===== src/rtl/tpkd_pkg.sv =====
// ----------------------------------------------------------------------------
// tpkd_pkg
// Shared types and constants for the touch packet key decoder.
// ----------------------------------------------------------------------------
package tpkd_pkg;

    // Packet header codes
    localparam logic [7:0] HDR_REPORT = 8'h5A;
    localparam logic [7:0] HDR_HELLO  = 8'h55;

    // Reset value of the Y mirror base
    localparam logic [11:0] Y_BASE_RESET = 12'd1088;

    // Configuration register indexes
    localparam logic [1:0] CFG_BOARD_VARIANT = 2'd0;
    localparam logic [1:0] CFG_Y_MIRROR_BASE = 2'd1;

    // Board variants
    localparam logic [1:0] VAR_OTHER  = 2'd0;
    localparam logic [1:0] VAR_FIRST  = 2'd1;
    localparam logic [1:0] VAR_SECOND = 2'd2;

    // Virtual button codes (status byte bits 7..3)
    localparam logic [4:0] BTN_NONE = 5'd0;
    localparam logic [4:0] BTN_A    = 5'd2;
    localparam logic [4:0] BTN_B    = 5'd4;
    localparam logic [4:0] BTN_C    = 5'd8;
    localparam logic [4:0] BTN_D    = 5'd16;

    typedef enum logic [2:0] {
        CLS_OTHER   = 3'd0,
        CLS_HELLO   = 3'd1,
        CLS_TOUCH   = 3'd2,
        CLS_PRESS   = 3'd3,
        CLS_RELEASE = 3'd4,
        CLS_NONE    = 3'd5
    } class_t;

    typedef enum logic [2:0] {
        KC_NONE   = 3'd0,
        KC_BACK   = 3'd1,
        KC_MENU   = 3'd2,
        KC_HOME   = 3'd3,
        KC_SEARCH = 3'd4
    } key_t;

    // One incoming packet
    typedef struct packed {
        logic [7:0] header_byte;
        logic [7:0] packet_byte1;
        logic [7:0] packet_byte2;
        logic [7:0] packet_byte3;
        logic [7:0] packet_byte4;
        logic [7:0] packet_byte5;
        logic [7:0] packet_byte6;
        logic [7:0] packet_byte7;
        logic [7:0] status_byte;
    } packet_t;

    // Key and pen flags carried from packet to packet
    typedef struct packed {
        logic back_held;
        logic menu_held;
        logic home_held;
        logic search_held;
        logic pen_lifted;
    } flags_t;

    // One decoded result
    typedef struct packed {
        class_t      packet_class;
        logic        contact_one_down;
        logic [11:0] contact_one_x;
        logic [11:0] contact_one_y;
        logic        contact_two_down;
        logic [11:0] contact_two_x;
        logic [11:0] contact_two_y;
        logic        lift_before_key;
        key_t        key_code;
        logic        key_down;
    } result_t;

endpackage


===== src/rtl/tpkd_decode.sv =====
// ----------------------------------------------------------------------------
// tpkd_decode
// Decodes one packet against the current key/pen flags: classifies it,
// extracts and mirrors the contacts, maps buttons to keys and works out the
// next flags.
// ----------------------------------------------------------------------------
module tpkd_decode
    import tpkd_pkg::*;
(
    input  packet_t     pkt,
    input  flags_t      flags,
    input  logic [1:0]  board_variant,
    input  logic [11:0] y_mirror_base,
    output result_t     res,
    output flags_t      flags_next
);

    logic [11:0] y1_raw;
    logic [11:0] y2_raw;
    logic [4:0]  btn;
    logic        any_held;
    logic        var_remap;
    logic        press;
    key_t        press_key;

    // |base - raw| on 12 bits
    function automatic logic [11:0] mirror(input logic [11:0] base, input logic [11:0] raw);
        logic [11:0] d;
        begin
            d = (base >= raw) ? (base - raw) : (raw - base);
            return d;
        end
    endfunction

    assign y1_raw    = {pkt.packet_byte1[3:0], pkt.packet_byte3};
    assign y2_raw    = {pkt.packet_byte4[3:0], pkt.packet_byte6};
    assign btn       = pkt.status_byte[7:3];
    assign any_held  = flags.back_held | flags.menu_held | flags.home_held | flags.search_held;
    assign var_remap = (board_variant == VAR_FIRST) || (board_variant == VAR_SECOND);

    // Button to key mapping; press only if the button's own flag is clear
    always_comb
    begin
        press     = 1'b0;
        press_key = KC_NONE;
        if ((btn == BTN_A) && !flags.back_held)
        begin
            press     = 1'b1;
            press_key = var_remap ? KC_MENU : KC_BACK;
        end
        else if ((btn == BTN_B) && !flags.menu_held)
        begin
            press     = 1'b1;
            press_key = var_remap ? KC_HOME : KC_MENU;
        end
        else if ((btn == BTN_C) && !flags.home_held)
        begin
            press = 1'b1;
            case (board_variant)
                VAR_FIRST:  press_key = KC_SEARCH;
                VAR_SECOND: press_key = KC_BACK;
                default:    press_key = KC_HOME;
            endcase
        end
        else if ((btn == BTN_D) && !flags.search_held)
        begin
            press     = 1'b1;
            press_key = (board_variant == VAR_FIRST) ? KC_BACK : KC_SEARCH;
        end
    end

    // Classification, result fields and flag update
    always_comb
    begin
        res        = '0;
        flags_next = flags;
        if (pkt.header_byte != HDR_REPORT)
        begin
            if ((pkt.header_byte == HDR_HELLO) && (pkt.packet_byte1 == HDR_HELLO) &&
                (pkt.packet_byte2 == HDR_HELLO) && (pkt.packet_byte3 == HDR_HELLO))
                res.packet_class = CLS_HELLO;
            else
                res.packet_class = CLS_OTHER;
        end
        else if ((btn == BTN_NONE) && !any_held)
        begin
            // touch report; finger count is status bits 7..1
            res.packet_class     = CLS_TOUCH;
            res.contact_one_down = (pkt.status_byte[7:1] != 7'd0);
            res.contact_one_x    = {pkt.packet_byte1[7:4], pkt.packet_byte2};
            res.contact_one_y    = mirror(y_mirror_base, y1_raw);
            res.contact_two_down = (pkt.status_byte[7:2] != 6'd0);
            res.contact_two_x    = {pkt.packet_byte4[7:4], pkt.packet_byte5};
            res.contact_two_y    = mirror(y_mirror_base, y2_raw);
            flags_next.pen_lifted = (pkt.status_byte[7:1] == 7'd0);
        end
        else if (btn == BTN_NONE)
        begin
            // release the first held key in priority order
            res.packet_class = CLS_RELEASE;
            res.key_down     = 1'b0;
            if (flags.back_held)
                res.key_code = KC_BACK;
            else if (flags.menu_held)
                res.key_code = KC_MENU;
            else if (flags.home_held)
                res.key_code = KC_HOME;
            else
                res.key_code = KC_SEARCH;
            flags_next.back_held   = 1'b0;
            flags_next.menu_held   = 1'b0;
            flags_next.home_held   = 1'b0;
            flags_next.search_held = 1'b0;
        end
        else if (press)
        begin
            res.packet_class      = CLS_PRESS;
            res.lift_before_key   = !flags.pen_lifted;
            res.key_code          = press_key;
            res.key_down          = 1'b1;
            flags_next.pen_lifted = 1'b1;
            case (press_key)
                KC_BACK:    flags_next.back_held   = 1'b1;
                KC_MENU:    flags_next.menu_held   = 1'b1;
                KC_HOME:    flags_next.home_held   = 1'b1;
                default:    flags_next.search_held = 1'b1;
            endcase
        end
        else
        begin
            res.packet_class = CLS_NONE;
        end
    end

endmodule


===== src/rtl/touch_packet_key_decoder.sv =====
// ----------------------------------------------------------------------------
// touch_packet_key_decoder
// Decodes 9-byte touch controller packets into touch reports and virtual key
// press/release events.
// ----------------------------------------------------------------------------
// One packet per clock is sustained while the output is not stalled: a
// packet accepted on the input is loaded into the input register, decoded
// there, and its result is loaded into the result register, which offers it
// on the output. Both registers move on together whenever the result
// register is empty or being taken, so a stall on the output holds the input
// register and then the input. Each packet yields exactly one result. The key
// and pen flags are updated as the result is registered, so back-to-back
// packets see each other's effect in order. Configuration (board variant, Y
// mirror base) is always ready and should only be written while no packet is
// in flight.
// ----------------------------------------------------------------------------
module touch_packet_key_decoder
    import tpkd_pkg::*;
(
    input  logic        clk,
    input  logic        rst_n,

    input  logic        in_valid,
    output logic        in_stall,
    input  logic [7:0]  header_byte,
    input  logic [7:0]  packet_byte1,
    input  logic [7:0]  packet_byte2,
    input  logic [7:0]  packet_byte3,
    input  logic [7:0]  packet_byte4,
    input  logic [7:0]  packet_byte5,
    input  logic [7:0]  packet_byte6,
    input  logic [7:0]  packet_byte7,
    input  logic [7:0]  status_byte,

    output logic        out_valid,
    input  logic        out_stall,
    output logic [2:0]  packet_class,
    output logic        contact_one_down,
    output logic [11:0] contact_one_x,
    output logic [11:0] contact_one_y,
    output logic        contact_two_down,
    output logic [11:0] contact_two_x,
    output logic [11:0] contact_two_y,
    output logic        lift_before_key,
    output logic [2:0]  key_code,
    output logic        key_down,

    input  logic        cfg_valid,
    output logic        cfg_ready,
    input  logic [1:0]  cfg_index,
    input  logic [11:0] cfg_data
);

    logic        s1_valid_reg;
    packet_t     s1_pkt_reg;
    logic        out_valid_reg;
    result_t     out_res_reg;
    flags_t      flags_reg;
    logic [1:0]  variant_reg;
    logic [11:0] base_reg;

    logic        advance;
    logic        load_in;
    logic        commit;
    result_t     res_next;
    flags_t      flags_next;
    packet_t     in_pkt;

    // Pipeline control
    assign advance  = !out_valid_reg || !out_stall;
    assign in_stall = s1_valid_reg && !advance;
    assign load_in  = !in_stall;
    assign commit   = advance && s1_valid_reg;

    assign in_pkt = '{header_byte:  header_byte,
                      packet_byte1: packet_byte1,
                      packet_byte2: packet_byte2,
                      packet_byte3: packet_byte3,
                      packet_byte4: packet_byte4,
                      packet_byte5: packet_byte5,
                      packet_byte6: packet_byte6,
                      packet_byte7: packet_byte7,
                      status_byte:  status_byte};

    // Decode
    tpkd_decode u_decode
    (
        .pkt           (s1_pkt_reg),
        .flags         (flags_reg),
        .board_variant (variant_reg),
        .y_mirror_base (base_reg),
        .res           (res_next),
        .flags_next    (flags_next)
    );

    // Control state, flags and configuration
    always_ff @(posedge clk or negedge rst_n)
    begin
        if (!rst_n)
        begin
            s1_valid_reg  <= 1'b0;
            out_valid_reg <= 1'b0;
            flags_reg     <= '0;
            variant_reg   <= VAR_OTHER;
            base_reg      <= Y_BASE_RESET;
        end
        else
        begin
            if (load_in)
                s1_valid_reg <= in_valid;
            if (advance)
                out_valid_reg <= s1_valid_reg;
            if (commit)
                flags_reg <= flags_next;
            if (cfg_valid && cfg_ready)
            begin
                case (cfg_index)
                    CFG_BOARD_VARIANT: variant_reg <= cfg_data[1:0];
                    CFG_Y_MIRROR_BASE: base_reg    <= cfg_data;
                    default:           ;
                endcase
            end
        end
    end

    // Payload registers
    always_ff @(posedge clk)
    begin
        if (load_in && in_valid)
            s1_pkt_reg <= in_pkt;
        if (commit)
            out_res_reg <= res_next;
    end

    // Outputs
    assign cfg_ready        = 1'b1;
    assign out_valid        = out_valid_reg;
    assign packet_class     = out_res_reg.packet_class;
    assign contact_one_down = out_res_reg.contact_one_down;
    assign contact_one_x    = out_res_reg.contact_one_x;
    assign contact_one_y    = out_res_reg.contact_one_y;
    assign contact_two_down = out_res_reg.contact_two_down;
    assign contact_two_x    = out_res_reg.contact_two_x;
    assign contact_two_y    = out_res_reg.contact_two_y;
    assign lift_before_key  = out_res_reg.lift_before_key;
    assign key_code         = out_res_reg.key_code;
    assign key_down         = out_res_reg.key_down;

`ifndef SYNTHESIS
    // input only held back while a packet waits in the input register
    a_stall_needs_s1: assert property (@(posedge clk) disable iff (!rst_n)
        in_stall |-> s1_valid_reg)
        else $error("input stalled with empty input register");

    // a press always names a key and is marked down
    a_press_fields: assert property (@(posedge clk) disable iff (!rst_n)
        (out_valid_reg && (out_res_reg.packet_class == CLS_PRESS)) |->
        (out_res_reg.key_down && (out_res_reg.key_code != KC_NONE)))
        else $error("key press without key");

    // a release always names a key and is marked up
    a_release_fields: assert property (@(posedge clk) disable iff (!rst_n)
        (out_valid_reg && (out_res_reg.packet_class == CLS_RELEASE)) |->
        (!out_res_reg.key_down && (out_res_reg.key_code != KC_NONE)))
        else $error("key release without key");

    // a committed release clears every held key
    a_release_clears: assert property (@(posedge clk) disable iff (!rst_n)
        (commit && (res_next.packet_class == CLS_RELEASE)) |=>
        (!flags_reg.back_held && !flags_reg.menu_held &&
         !flags_reg.home_held && !flags_reg.search_held))
        else $error("held flags survive a release");

    // a committed press leaves the pen lifted
    a_press_lifts_pen: assert property (@(posedge clk) disable iff (!rst_n)
        (commit && (res_next.packet_class == CLS_PRESS)) |=> flags_reg.pen_lifted)
        else $error("pen not lifted after key press");
`endif

endmodule

===== config.mk =====
export PLATFORM = sky130hd
export DESIGN_NAME = touch_packet_key_decoder
export DESIGN_NICKNAME = d
export VERILOG_FILES = /design/src/rtl/tpkd_pkg.sv /design/src/rtl/tpkd_decode.sv /design/src/rtl/touch_packet_key_decoder.sv
export SDC_FILE = /design/constraint.sdc
export NUM_CORES = 1
export LEC_CHECK = 0
export BUFFER_PORTS_ARGS = -buffer_cell sky130_fd_sc_hd__buf_4
export CAP_MARGIN = 20
export CORE_ASPECT_RATIO = 0.9
export CORE_MARGIN = 2
export CORE_UTILIZATION = 50
export DETAILED_ROUTE_END_ITERATION = 8
export PLACE_DENSITY = 0.71
export SYNTH_ARGS = -nofsm -noshare
export SYNTH_HDL_FRONTEND = slang
export SYNTH_SLANG_ARGS = --single-unit

===== constraint.sdc =====
create_clock -name clk -period 3.6 [get_ports clk]
set_input_delay 0 -clock clk [delete_from_list [all_inputs] [get_ports clk]]
set_output_delay 0 -clock clk [all_outputs]
set_load 0.01 [all_outputs]

==> flow_metrics.env <==
export IMPL_finalPower_uw=5050
export IMPL_status="finished, final reports clean"
export IMPL_synth_compound_area_share=0.106
export IMPL_area_growth_syn_to_layout_pct=36.4
export IMPL_yosysMostFrequentCell="edfxtp_1"
export IMPL_path_max_fanout=8
export IMPL_numCtsBuffers=17
export IMPL_maxCapViolations=0
export IMPL_synth_top_area_cell="edfxtp_1"
export IMPL_register_area_um2=4160
export IMPL_end_kind="flip-flop"
export IMPL_grt_max_degree=36
export IMPL_drc=0
export IMPL_synth_top_family_by_area="simple AND/OR/NAND/NOR gates"
export IMPL_numPortBuffers=141
export IMPL_cts_tree="yes"
export IMPL_viasPerCell=5.38
export IMPL_skew_ns=0.0109
export IMPL_diodes=0
export IMPL_wl_um=18400
export IMPL_holdCritPathClass="in -> async"
export IMPL_finalSetupViolations=0
export IMPL_start_util=0.505
export IMPL_hold_violations=0
export IMPL_core_region_area_um2=14600
export IMPL_rsz0062_at_grt="false"
export IMPL_yosysTopAreaCellShare=0.495
export IMPL_dp_hpwl_um=12500
export IMPL_track_usage=0.241
export IMPL_p_leak_uw=0.00428
export IMPL_grt_overflow=0
export IMPL_finalNetCount=979
export IMPL_drv_slew=0
export IMPL_wire_per_inst_um=17.6
export IMPL_fin_crit_sh=0.871
export IMPL_peakVddDrop_v=0.000359
export IMPL_setup_tns_final_ns=0
export IMPL_die_x_um=132
export IMPL_grt_pass1_wl_um=29100
export IMPL_fill_cells=1039
export IMPL_antenna_found_initial=0
export IMPL_dr_pass1_iters=5
export IMPL_synth_distinct_cells=69
export IMPL_netlist_top_cells_area="edfxtp_1 49%, ha_1 8.2%, dfrtp_1 6.5%, mux2_2 3.5%, inv_1 2.7%"
export IMPL_tightest_slew_ns=0.822
export IMPL_synth_xor_area_frac=0.0227
export IMPL_syn_area_um2=7340
export IMPL_cts_resized=0
export IMPL_htreeDepth=4
export IMPL_yosys_warnings=0
export IMPL_clk_pin_slew_ns=0.07
export IMPL_syn_num_nets=749
export IMPL_multi_input_area_um2=2900
export IMPL_fmax_mhz=319
export IMPL_synth_main_ff_cell="edfxtp_1"
export IMPL_largest_reg_flops=63
export IMPL_min_period_ns=3.14
export IMPL_cts_buffer_depth=2
export IMPL_yosys_mux_area_fraction=0.0434
export IMPL_ys_ff_latch=142
export IMPL_synth_fa_ha_area_frac=0.0927
export IMPL_cts_sinks=142
export IMPL_cts_root_buffer="clkbuf_16"
export IMPL_drt_iter0_markers=368
export IMPL_num_vias=5634
export IMPL_drive_gt1_frac=0.258
export IMPL_insertion_delay_ns=0.43
export IMPL_worstPathArrival_ns=3.30
export IMPL_pin_count=152
export IMPL_synth_async_sr_flop_share=0.148
export IMPL_grt_pass1_vias=5736
export IMPL_die_y_um=119
export IMPL_yosys_top_cells_count="121 x edfxtp_1, 52 x inv_1, 48 x ha_1"
export IMPL_syn_inst=606
export IMPL_start_kind="flip-flop"
export IMPL_globalplace_congestion=0.896
export IMPL_ys_seq_area_frac=0.567
export IMPL_synth_edf_count=121
export IMPL_worst_ep_required_time_ns=3.77
export IMPL_design_die_area_um2=15700
export IMPL_crit_type="reg -> reg"
export IMPL_syn_avg_cell_area_um2=12.1
export IMPL_ant_nets=0
export IMPL_slew_headroom=0.445
export IMPL_synthSimpleGateAreaFrac=0.129
export IMPL_rows=42
export IMPL_p_per_area_nw_per_um2=504
## layer usage
layer | global-route usage | up-vias | part of all wire
met4 | 0.0904 | 0 | 0.018
li1 | - | 2659 | -
met3 | 0.0570 | 27 | 0.059
met2 | 0.411 | 207 | 0.50
met5 | 0 | - | 0
met1 | 0.301 | 2741 | 0.42
## worst paths after layout
check	cells past startpoint	endpoint	slack, ns	start
worst max-delay path	11	contact_one_y[6]	0.46	base_reg[1]
worst min-delay path	2	base_reg[7]	0.009	rst_n
worst max register to register	11	contact_one_y[6]	0.46	base_reg[1]
worst min register to register	1	out_valid	0.49	s1_valid_reg
max in group asynchronous	2	base_reg[10]	3.29	rst_n
min in group clk	2	s1_pkt_reg[6]	0.29	status_byte[6]
## cell type report
class / count / share of cell area
Timing Repair Buffer: 228 / 0.193
Multi-Input combinational cell: 395 / 0.290
Tap cell: 198 / 0.0247
Clock inverter: 15 / 0.0154
Clock buffer: 17 / 0.0425
Sequential cell: 142 / 0.415
Inverter: 52 / 0.0195
## through the flow
| step | cell area (um^2) | worst slack [ns] | instances | utilization | hold WS [ns] |
|---|---|---|---|---|---|
| 2_1_floorplan | 7340 | 0.881 | 606 | - | -0.296 |
| 3_3_place_gp | 8610 | 0.538 | 932 | 0.591 | -0.0880 |
| 3_5_place_dp | 8610 | 0.519 | 932 | 0.591 | -0.0751 |
| 4_1_cts | 10000 | 0.484 | 1047 | 0.688 | 0.0178 |
| 5_1_grt | 10000 | 0.281 | 1047 | 0.688 | 0.0231 |
| 6_report | 10000 | 0.463 | 1047 | 0.688 | 0.00877 |
## placed cells by master (no fill, tap or decap), types with 4 or more instances in the layout
cell type,count
a31oi_1,10
nand4_1,6
inv_8,5
mux2i_1,6
clkbuf_16,17
xnor2_1,12
nand2_1,24
nor2b_1,7
nor2_1,47
buf_4,144
nand2b_1,6
nor3_1,12
o31ai_1,4
o21a_1,7
dfrtp_1,19
and2_1,26
o21ai_0,20
xor2_1,7
clkinv_4,4
or3_1,4
nand3_1,14
edfxtp_1,121
or2_2,4
a21o_1,10
o22ai_1,4
nor4bb_1,4
ha_1,48
fa_1,4
a21oi_1,33
inv_1,51
mux2_2,23
dlygate4sd3_1,83
## worst max-delay path, cell delays in order, from the launching register on
cell,delay (ns)
dfrtp_1,0.50
inv_1,0.18
fa_1,0.43
and2b_1,0.22
o2111a_1,0.22
o211ai_2,0.12
and3_4,0.20
nor2_2,0.21
buf_4,0.24
mux2_2,0.36
xor2_1,0.13
nor2_1,0.05
## cells by family after synthesis
logic type	after synthesis
simple gates	175
flops	142
compound gates	119
buf+inv	69
fa+ha+maj	52
mux	29
xor+xnor	19
other cells	1
## where the power goes
group	leakage (uW)	internal [uW]	switching [uW]
Clock	0.000281	975	748
Combinational	0.00256	624	700
Sequential	0.00144	1920	79.5
Total	0.00428	3520	1530
## repair_timing
action                                 4_1_cts  5_1_grt
setup buffers                                0        0
endpoints found under the hold margin      100        0
hold buffers                                83        0
No activity file was read; power rests on OpenSTA's default activity.
